--- src/sv/kps_pkg.sv ---
// Package for the matrix keypad scanner: scan phase type, scan state record,
// register indexes, timing constants and the key character function.
// No dependencies.
`default_nettype none

package kps_pkg;

    localparam int unsigned KPS_ROWS = 4;
    localparam int unsigned KPS_COLS = 3;

    localparam int unsigned ROW_W   = 2;
    localparam int unsigned COL_W   = 2;
    localparam int unsigned CODE_W  = 4;
    localparam int unsigned CHAR_W  = 8;
    localparam int unsigned DRIVE_W = 3;
    localparam int unsigned POLL_W  = 4;
    localparam int unsigned HOLD_W  = 12;
    localparam int unsigned CFG_IDX_W  = 2;
    localparam int unsigned CFG_DATA_W = 12;
    localparam int unsigned ROW_IN_W   = 4;

    localparam logic [CFG_IDX_W-1:0] REG_SCAN_ENABLE   = 2'd0;
    localparam logic [CFG_IDX_W-1:0] REG_REPEAT_ENABLE = 2'd1;
    localparam logic [CFG_IDX_W-1:0] REG_REPEAT_DELAY  = 2'd2;

    localparam logic [HOLD_W-1:0]  REPEAT_DELAY_RESET = 12'd500;
    localparam logic [POLL_W-1:0]  POLL_TICKS = 4'd10;
    localparam logic [HOLD_W-1:0]  HOLD_STEP  = 12'd10;
    localparam logic [HOLD_W-1:0]  HOLD_MAX   = 12'hFFF;
    localparam logic [DRIVE_W-1:0] ALL_HIGH   = 3'b111;

    localparam logic [CHAR_W-1:0] CHAR_ZERO = 8'h30;
    localparam logic [CHAR_W-1:0] CHAR_STAR = 8'h2A;
    localparam logic [CHAR_W-1:0] CHAR_HASH = 8'h23;
    localparam logic [CODE_W-1:0] CODE_STAR = 4'd10;
    localparam logic [CODE_W-1:0] CODE_ZERO = 4'd11;

    typedef enum logic [1:0] {
        PH_PRE    = 2'd0,
        PH_SETTLE = 2'd1,
        PH_CHECK  = 2'd2,
        PH_HOLD   = 2'd3
    } scan_phase_t;

    typedef struct packed {
        scan_phase_t        phase;
        logic [COL_W-1:0]   col;
        logic [ROW_W-1:0]   row;
        logic [POLL_W-1:0]  poll;
        logic [HOLD_W-1:0]  hold;
    } scan_state_t;

    localparam scan_state_t SCAN_STATE_RESET = '{
        phase: PH_PRE, col: '0, row: '0, poll: '0, hold: '0
    };

    // Character for a key code. A 4x3 pad uses the telephone layout; other
    // small pads count up from the digit zero, anything larger gives the code.
    function automatic logic [CHAR_W-1:0] key_char_of(
        input logic [CODE_W-1:0] code,
        input int unsigned       rows,
        input int unsigned       cols
    );
        logic [CHAR_W-1:0] ch;
        if (rows == 4 && cols == 3) begin
            if (code < CODE_STAR) begin
                ch = CHAR_ZERO + CHAR_W'(code);
            end else if (code == CODE_STAR) begin
                ch = CHAR_STAR;
            end else if (code == CODE_ZERO) begin
                ch = CHAR_ZERO;
            end else begin
                ch = CHAR_HASH;
            end
        end else if (rows <= 3 && cols <= 3) begin
            ch = CHAR_ZERO + CHAR_W'(code);
        end else begin
            ch = CHAR_W'(code);
        end
        return ch;
    endfunction

endpackage

`default_nettype wire

--- src/sv/kps_tick.sv ---
// Per-tick scan logic: next scan state, row search and the result of one tick.
// Purely combinational; depends on kps_pkg.
`default_nettype none

module kps_tick
    import kps_pkg::*;
#(
    parameter int unsigned ROWS = KPS_ROWS,
    parameter int unsigned COLS = KPS_COLS
) (
    input  wire scan_state_t          cur,
    input  wire logic                 scan_enable,
    input  wire logic                 repeat_enable,
    input  wire logic [HOLD_W-1:0]    repeat_delay,
    input  wire logic [ROW_IN_W-1:0]  row_levels,
    output scan_state_t               nxt,
    output logic [DRIVE_W-1:0]        column_drive,
    output logic                      key_valid,
    output logic [CODE_W-1:0]         key_code,
    output logic [CHAR_W-1:0]         key_char
);

    localparam logic [CODE_W-1:0] COLS_CODE = CODE_W'(COLS);
    localparam logic [COL_W-1:0]  LAST_COL  = COL_W'(COLS - 1);

    logic [ROW_W:0]      search_start;
    logic                found;
    logic [ROW_W-1:0]    found_row;
    logic                do_search;
    logic [POLL_W-1:0]   poll_inc;
    logic [HOLD_W:0]     hold_sum;
    logic [HOLD_W-1:0]   hold_upd;
    logic                hold_end;
    logic [CODE_W-1:0]   code;

    assign search_start = (cur.phase == PH_HOLD) ? ({1'b0, cur.row} + 3'd1) : '0;
    assign poll_inc     = cur.poll + 4'd1;
    assign hold_sum     = {1'b0, cur.hold} + {1'b0, HOLD_STEP};

    always_comb begin
        if (!repeat_enable) begin
            hold_upd = cur.hold;
        end else if (hold_sum[HOLD_W]) begin
            hold_upd = HOLD_MAX;
        end else begin
            hold_upd = hold_sum[HOLD_W-1:0];
        end
    end

    assign hold_end = row_levels[cur.row] || (hold_upd >= repeat_delay);

    // First closed row at or after the start row.
    always_comb begin
        found     = 1'b0;
        found_row = '0;
        for (int r = 0; r < 4; r++) begin
            if (!found && (r < ROWS) && (3'(r) >= search_start) && !row_levels[r]) begin
                found     = 1'b1;
                found_row = ROW_W'(r);
            end
        end
    end

    assign code = CODE_W'(found_row) * COLS_CODE + CODE_W'(cur.col) + 4'd1;

    // Next state.
    always_comb begin
        nxt       = cur;
        do_search = 1'b0;
        if (!scan_enable) begin
            nxt = SCAN_STATE_RESET;
        end else begin
            unique case (cur.phase)
                PH_PRE:    nxt.phase = PH_SETTLE;
                PH_SETTLE: nxt.phase = PH_CHECK;
                PH_CHECK:  do_search = 1'b1;
                PH_HOLD: begin
                    nxt.poll = poll_inc;
                    if (poll_inc >= POLL_TICKS) begin
                        nxt.poll  = '0;
                        nxt.hold  = hold_upd;
                        do_search = hold_end;
                    end
                end
                default: nxt = SCAN_STATE_RESET;
            endcase
            if (do_search) begin
                nxt.poll = '0;
                nxt.hold = '0;
                if (found) begin
                    nxt.phase = PH_HOLD;
                    nxt.row   = found_row;
                end else begin
                    nxt.phase = PH_PRE;
                    nxt.row   = '0;
                    nxt.col   = (cur.col == LAST_COL) ? '0 : cur.col + 2'd1;
                end
            end
        end
    end

    // Result of the tick.
    always_comb begin
        key_valid = do_search && found;
        key_code  = key_valid ? code : '0;
        key_char  = key_valid ? key_char_of(code, ROWS, COLS) : '0;
        if (scan_enable && nxt.phase != PH_PRE) begin
            column_drive = ALL_HIGH & ~(3'b001 << nxt.col);
        end else begin
            column_drive = ALL_HIGH;
        end
    end

endmodule

`default_nettype wire

--- src/sv/matrix_keypad_scanner.sv ---
// Matrix keypad scanner top level: configuration registers, tick handshake
// and the result register. Depends on kps_pkg and kps_tick.
//
// Usage. Each beat on the s_ channel is one 1 ms tick carrying the sampled
// row lines (low means closed). Every accepted tick yields exactly one beat
// on the m_ channel: the column lines to drive after that tick and, when a
// key is reported, its code and character. The scan walks the columns with
// a pre-drive tick, a settle tick and a row check, then holds a found key,
// polling every ten ticks until release or the repeat delay.
// A tick accepted at a clock edge has its result on the m_ ports right after
// that edge. Throughput is one tick per cycle, set by the single result
// register; s_ready stays high while the result register is empty or being
// taken in the same cycle. When the receiver stalls, the result is held and
// s_ready drops until it is taken; no tick is lost. Reset clears the scan
// state, leaves the scan and repeat disabled and sets the repeat delay to
// 500 ticks. The user must write configuration through cfg_wr_en, cfg_index
// and cfg_wdata while idle; the block itself does not enforce this.
`default_nettype none

module matrix_keypad_scanner
    import kps_pkg::*;
#(
    parameter int unsigned ROWS = KPS_ROWS,
    parameter int unsigned COLS = KPS_COLS
) (
    input  wire logic                  aclk,
    input  wire logic                  aresetn,

    input  wire logic                  cfg_wr_en,
    input  wire logic [CFG_IDX_W-1:0]  cfg_index,
    input  wire logic [CFG_DATA_W-1:0] cfg_wdata,

    input  wire logic                  s_valid,
    output logic                       s_ready,
    input  wire logic [ROW_IN_W-1:0]   s_row_levels,

    output logic                       m_valid,
    input  wire logic                  m_ready,
    output logic [DRIVE_W-1:0]         m_column_drive,
    output logic                       m_key_valid,
    output logic [CODE_W-1:0]          m_key_code,
    output logic [CHAR_W-1:0]          m_key_char
);

    logic              scan_enable_reg;
    logic              repeat_enable_reg;
    logic [HOLD_W-1:0] repeat_delay_reg;

    scan_state_t       state_reg;
    scan_state_t       state_next;

    logic               m_valid_reg;
    logic [DRIVE_W-1:0] drive_reg;
    logic [DRIVE_W-1:0] drive_next;
    logic               key_valid_reg;
    logic               key_valid_next;
    logic [CODE_W-1:0]  key_code_reg;
    logic [CODE_W-1:0]  key_code_next;
    logic [CHAR_W-1:0]  key_char_reg;
    logic [CHAR_W-1:0]  key_char_next;

    logic accept;

    assign s_ready = !m_valid_reg || m_ready;
    assign accept  = s_valid && s_ready;

    always_ff @(posedge aclk) begin
        if (!aresetn) begin
            scan_enable_reg   <= 1'b0;
            repeat_enable_reg <= 1'b0;
            repeat_delay_reg  <= REPEAT_DELAY_RESET;
        end else if (cfg_wr_en) begin
            unique case (cfg_index)
                REG_SCAN_ENABLE:   scan_enable_reg   <= cfg_wdata[0];
                REG_REPEAT_ENABLE: repeat_enable_reg <= cfg_wdata[0];
                REG_REPEAT_DELAY:  repeat_delay_reg  <= cfg_wdata;
                default: ;
            endcase
        end
    end

    kps_tick #(
        .ROWS (ROWS),
        .COLS (COLS)
    ) u_tick (
        .cur           (state_reg),
        .scan_enable   (scan_enable_reg),
        .repeat_enable (repeat_enable_reg),
        .repeat_delay  (repeat_delay_reg),
        .row_levels    (s_row_levels),
        .nxt           (state_next),
        .column_drive  (drive_next),
        .key_valid     (key_valid_next),
        .key_code      (key_code_next),
        .key_char      (key_char_next)
    );

    always_ff @(posedge aclk) begin
        if (!aresetn) begin
            state_reg   <= SCAN_STATE_RESET;
            m_valid_reg <= 1'b0;
        end else if (accept) begin
            state_reg   <= state_next;
            m_valid_reg <= 1'b1;
        end else if (m_ready) begin
            m_valid_reg <= 1'b0;
        end
    end

    always_ff @(posedge aclk) begin
        if (accept) begin
            drive_reg     <= drive_next;
            key_valid_reg <= key_valid_next;
            key_code_reg  <= key_code_next;
            key_char_reg  <= key_char_next;
        end
    end

    assign m_valid        = m_valid_reg;
    assign m_column_drive = drive_reg;
    assign m_key_valid    = key_valid_reg;
    assign m_key_code     = key_code_reg;
    assign m_key_char     = key_char_reg;

endmodule

`default_nettype wire

--- config.mk ---
export PLATFORM = sky130hd
export DESIGN_NAME = matrix_keypad_scanner
export DESIGN_NICKNAME = d
export VERILOG_FILES = /design/src/sv/kps_pkg.sv /design/src/sv/kps_tick.sv /design/src/sv/matrix_keypad_scanner.sv
export SDC_FILE = /design/constraint.sdc
export NUM_CORES = 1
export LEC_CHECK = 0
export ABC_CLOCK_PERIOD_IN_PS = 8200
export BUFFER_PORTS_ARGS = -buffer_cell sky130_fd_sc_hd__buf_4
export CELL_PAD_IN_SITES_DETAIL_PLACEMENT = 0
export CELL_PAD_IN_SITES_GLOBAL_PLACEMENT = 1
export CORE_UTILIZATION = 48
export DETAILED_ROUTE_END_ITERATION = 10
export HOLD_SLACK_MARGIN = 0.05
export PLACE_DENSITY = 0.84
export SLEW_MARGIN = 20
export SYNTH_ARGS = -nofsm -noshare
export SYNTH_HDL_FRONTEND = slang
export SYNTH_HIERARCHICAL = 1
export SYNTH_SLANG_ARGS = --single-unit
--- constraint.sdc ---
create_clock -name aclk -period 8.2 [get_ports aclk]
set_input_delay 0.41 -clock aclk [delete_from_list [all_inputs] [get_ports aclk]]
set_output_delay 0.41 -clock aclk [all_outputs]
set_load 0.02 [all_outputs]
Word-level counts from Yosys, hierarchy flattened
Index checks and enable logic that the tools add are counted.
- logic and storage cells: 102
- flip-flop bits (word level): 53
- input port bits: 23
- $add $sub $neg: 7
- reduce and logical (&&, ||, !) cells: 30
- $mul: 1
- shifts and indexed selects: 1
- magnitude comparators: 8
- bitwise operators: 1
- muxes and demuxes: 30
- equality and inequality tests: 11
- operators by type and width (cell ; number):
    $mux 22 ; 2
    $mux 16 ; 2
    $mux 12 ; 2
    $mux 8 ; 2
    $add 12x4->13 const B ; 1
    $ge 12x12->1 ; 1
    $mux 2 ; 6
    $mux 1 ; 11
    $logic_and 1x1->1 ; 10
    $reduce_and 2->1 ; 5
    $add 4x1->4 const B ; 2
    $eq 2x2->1 const B ; 4
    $eq 4x4->1 const B ; 2
    $logic_not 1->1 ; 8
    $add 6x4->7 const A ; 1
    $ge 1x3->1 const A ; 2
    $ge 2x3->1 const A ; 2
    $ne 3x1->1 const B ; 2
    $mux 5 ; 1
    $add 4x2->4 ; 1
    $eq 2x1->1 const B ; 2
    $ge 4x4->1 const B ; 1
    $logic_not 2->1 ; 2
    $lt 4x4->1 const B ; 1
    14 further kinds ; 16

Logic depth before layout (Yosys ltp)
- word-level depth: 24
- gate-level depth with buffers: 17
- gate-level depth less buffers: 15

By module
The synthesis kept the hierarchy.
- modules (own cells, without submodules) (module ; area each (µm²) ; instances ; cells each):
    matrix_keypad_scanner ; 1946.9 ; 1 ; 172
    kps_tick ; 1552.7 ; 1 ; 230

Worst setup path before layout
Ideal clock, no wire load.
- path type: register -> register
- from: register state_reg[1] (netlist bit)
- to: register state_reg[14] (netlist bit)
- path buffers: 2
- slack: 4782 ps
- cell stages (with the launch flop): 18
- arrival time: 3347 ps
- required time: 8128 ps
- setup time: 72 ps
- cell sequence: dfxtp_1 > ha_1 > o21ai_0 > nor3_1 > nand3_1 > xor2_1 > nand2_1 > ha_1 > and3_1 > a211oi_1 > nand3b_1 > o32a_4 > nand2b_4 > buf_6 > buf_6 > nor3_4 > nand2_1 > mux2i_1
- RTL lines (what ; line ; RTL):
    start: declaration ; matrix_keypad_scanner.sv:49 ; scan_state_t state_reg;
    start signal: assignment ; matrix_keypad_scanner.sv:103 ; state_reg <= state_next;

Worst setup path in the final report
- from: register state_reg[1] (netlist bit)
- to: register key_char_reg[3] (netlist: m_key_char[3]) (data pin)
- cells in the longest elaborated chain, start to end: 10
- ends and longest elaborated chain (what ; line ; RTL):
    $add 12x4->13 ; kps_tick.sv:38 ; assign hold_sum = {1'b0, cur.hold} + {1'b0, HOLD_STEP};
    $mux 12 ; kps_tick.sv:43 ; end else if (hold_sum[HOLD_W]) begin
    $mux 12 * ; kps_tick.sv:41 ; if (!repeat_enable) begin
    $ge 12x12->1 * ; kps_tick.sv:50 ; assign hold_end = row_levels[cur.row] || (hold_upd >= repeat_delay);
    $logic_or 1x1->1 * ; kps_tick.sv:50 ;
    $mux 1 * ; kps_tick.sv:79 ; if (poll_inc >= POLL_TICKS) begin
    $pmux 1 s2 * ; kps_tick.sv:73 ; unique case (cur.phase)
    $mux 1 * (2 in a row) ; kps_tick.sv:70 ; if (!scan_enable) begin
    $logic_and 1x1->1 * ; kps_tick.sv:104 ; key_valid = do_search && found;
    end signal: assignment ; matrix_keypad_scanner.sv:115 ; key_char_reg <= key_char_next;
    end: declaration ; matrix_keypad_scanner.sv:59 ; logic [CHAR_W-1:0] key_char_reg;
Every way passes the cells marked *; elsewhere a longest branch is shown, timed or not. The select of a mux whose other input is x is not followed.
A chain may end at the register's enable or synchronous reset.

==> results.md <==
- Largest register FFs: 22
- Synth Register Bits: 53
- Pin count of the biggest net entering global routing: 66
- Ys async rst share: 0%
- Clock buffer count from CTS: 5
- TritonCTS clock tree: built
- Post-synth EDFFs: 16
- Die Height: between 80 and 90 um
- Hold violation total from the final report: 0
- Commonest cells after routing, fill and taps aside: nand2_1, buf_4, dfxtp_1
- Total clock sinks: 53
- Power per cell area: ~130 mW/mm2
- Clock slew at reported path FFs: roughly 0.1 ns
- Hold Crit Class: input pin to register
- Root buffer cell: clkbuf_8
- Final WL: between 6000 and 7000 um
- Critical path fanouts, max: 12
- Mapped Cells: around 400
- Area Overhead vs Synth: 10.4%
- Core area: between 0.006 and 0.007 mm2
- CTS HTree Levels: 2
- Multi-input gate area: about 0.0020 mm2
- Sequential element share of the synthesized area: about a third
- # hold bufs at CTS: 0
- Max Fclk: 252 MHz
- Worst-Margin Slew: around 0.74 ns
- First-pass GRT wire length: about 12,000 um
- Finished Layout Cells: approximately 520
- Layout cells sized above 1: between 10% and 20%
- WL/cell: 13.3 um
- Fillers: 682
- Shortest period the worst path allows: between 3 and 4 ns
- DRT iter0 DRCs: around 160
- Site Rows: 30
- Placed Instances: ~520
- Synth cell types: 54
- DRT Pass-1 Iters: 4
- Fin. max-slew vios: 0
- Peak VDD IR: 64.0 uV
- Mean Syn Cell Area: 8.71 um2
- Antenna violations before repair: 0
- GRT Overall Usage: a little under a fifth
- DP HPWL: 4980 um
- Most used DFF post-synth: dfxtp_1
- PortBufs: 40
- Nets: between 400 and 500
- Period utilisation layout: approximately half
- Clk_skew: about 0.0071 ns
- Clock Path Buffers: 2
- Status: complete, no violations
- Reg area: 0.00122 mm2
- WP data required: approximately 8.3 ns
- Die ar.: around 0.0076 mm2
- YS warnings: 6
- Critical path start-end classification: register to register
- Placed cell areas: 0.00376 mm2
- DR vias: 2,776
- Setup bufs post-CTS: 0
- Vias in the first global route: about 2,600
- Leakage power total: roughly 1.6 nW
- # Max-Cap Violations: 0
- Drt drc: 0
- I/O pins: 41
- N_diodes: 0
- Cts repair resizes: 0
- Setup Viol. Count Final: 0
- Width of the die: approximately 87 um
- Worst-skew pair later-pin latency: about 0.30 ns
- Synthesized area: 0.00350 mm2
- Vias per inst: around 5.3
- Critical Path End Type: register
- Routed Antenna Nets: 0
- Grt total ovfl: 0
- CP startpoint kind: register
- Starting Density: between 50% and 60%
- Fin area: between 0.003 and 0.004 mm2
- RSZ-0062 raised after global routing: false
- Gp weighted congestion: between 0.8 and 0.9
- Total Negative Setup Slacks: 0 ns
- Rel. slew slack: 50.4%
- CP Data Arrival Time: roughly 4 ns
- Commonest non-fill, non-tap cell in the layout: nand2_1
[path summary, 6_finish.rpt]
check | from | endpoint | slack (ns) | depth (start not counted)
max | state_reg[1] | m_key_char[3] | 4.23 | 13
min | cfg_wdata[4] | repeat_delay_reg[4] | 0.31 | 3
max reg2reg | state_reg[1] | m_key_char[3] | 4.23 | 13
min reg2reg | repeat_delay_reg[1] | repeat_delay_reg[1] | 0.48 | 2
[kinds of logic (layout without fill, tap and decap cells)]
family | count (synthesis) | count (layout) | share of synthesized area, %
AND/OR/NAND/NOR | 156 | 156 | 21.2
AO/OA/AOI/OAI | 72 | 72 | 13.5
flip-flops | 53 | 53 | 34.9
buffers and inverters | 47 | 71 | 7.26
multiplexers | 36 | 36 | 10.7
adder cells (fa/ha/maj) | 25 | 25 | 9.37
XOR/XNOR | 12 | 12 | 3.00
other | 1 | 2 | 0.107
[area by class of cell]
| cell class | instances | share of cell area [%] |
|---|---|---|
| inverter | 23 | 2.23 |
| clock buffer | 6 | 1.88 |
| sequential | 53 | 31.6 |
| multi-input combinational | 303 | 52.5 |
| clock inverter | 2 | 0.907 |
| tap | 96 | 3.11 |
| timing repair buffer | 40 | 7.77 |
[Yosys cell counts (all sizes together), types with 6 or more instances]
master | number | area (um2)
xor2 | 6 | 52.6
dfxtp | 37 | 741
inv | 23 | 86.3
buf | 16 | 138
o21ai | 17 | 85.1
xnor2 | 6 | 52.6
nand2 | 85 | 319
nand3 | 17 | 85.1
ha | 23 | 288
clkbuf | 8 | 30.0
nor2 | 19 | 71.3
and3 | 6 | 42.5
edfxtp | 16 | 480
a21oi | 25 | 125
mux2i | 34 | 340
[report_power, final]
part           switching [mW]  internal [mW]  total [mW]
Sequential            0.00340          0.275       0.279
Combinational          0.0334         0.0253      0.0587
Clock                  0.0840         0.0908       0.175
Total                   0.121          0.391       0.512
[routing by layer]
layer  global-route usage (%)  part of all wire, %  wire length [um]  vias up
met4                     4.77                 0.69                48        0
met1                     22.8                   46              3170     1294
li1                         -                    -                 -     1432
met5                        0                    0                 0        -
met2                     35.6                   51              3530       46
met3                     2.56                  2.7               185        4
[metrics by stage]
step | hold WS [ns] | worst slack [ns] | utilization, % | power [mW]
floorplan | 0.434 | 4.78 | - | 0.328
global placement | 0.457 | 4.37 | 54.4 | 0.343
detailed placement | 0.462 | 4.26 | 54.4 | 0.344
CTS | 0.304 | 4.24 | 55.9 | 0.520
global route | 0.300 | 3.83 | 55.9 | 0.536
finish | 0.313 | 4.23 | 55.9 | 0.512
[critical path: stages (launching register included)]
cell and delay (ns):
dfxtp_1 0.49, ha_1 0.26, o21ai_0 0.15, nor3_1 0.51, nand3_1 0.22, xor2_1 0.18, nand2_1 0.09, ha_1 0.31
and3_1 0.19, nand4_1 0.11, a31oi_1 0.23, o32a_4 0.25, nand3b_1 0.36, a2111oi_2 0.44
Power figures use the tool's default switching activity.
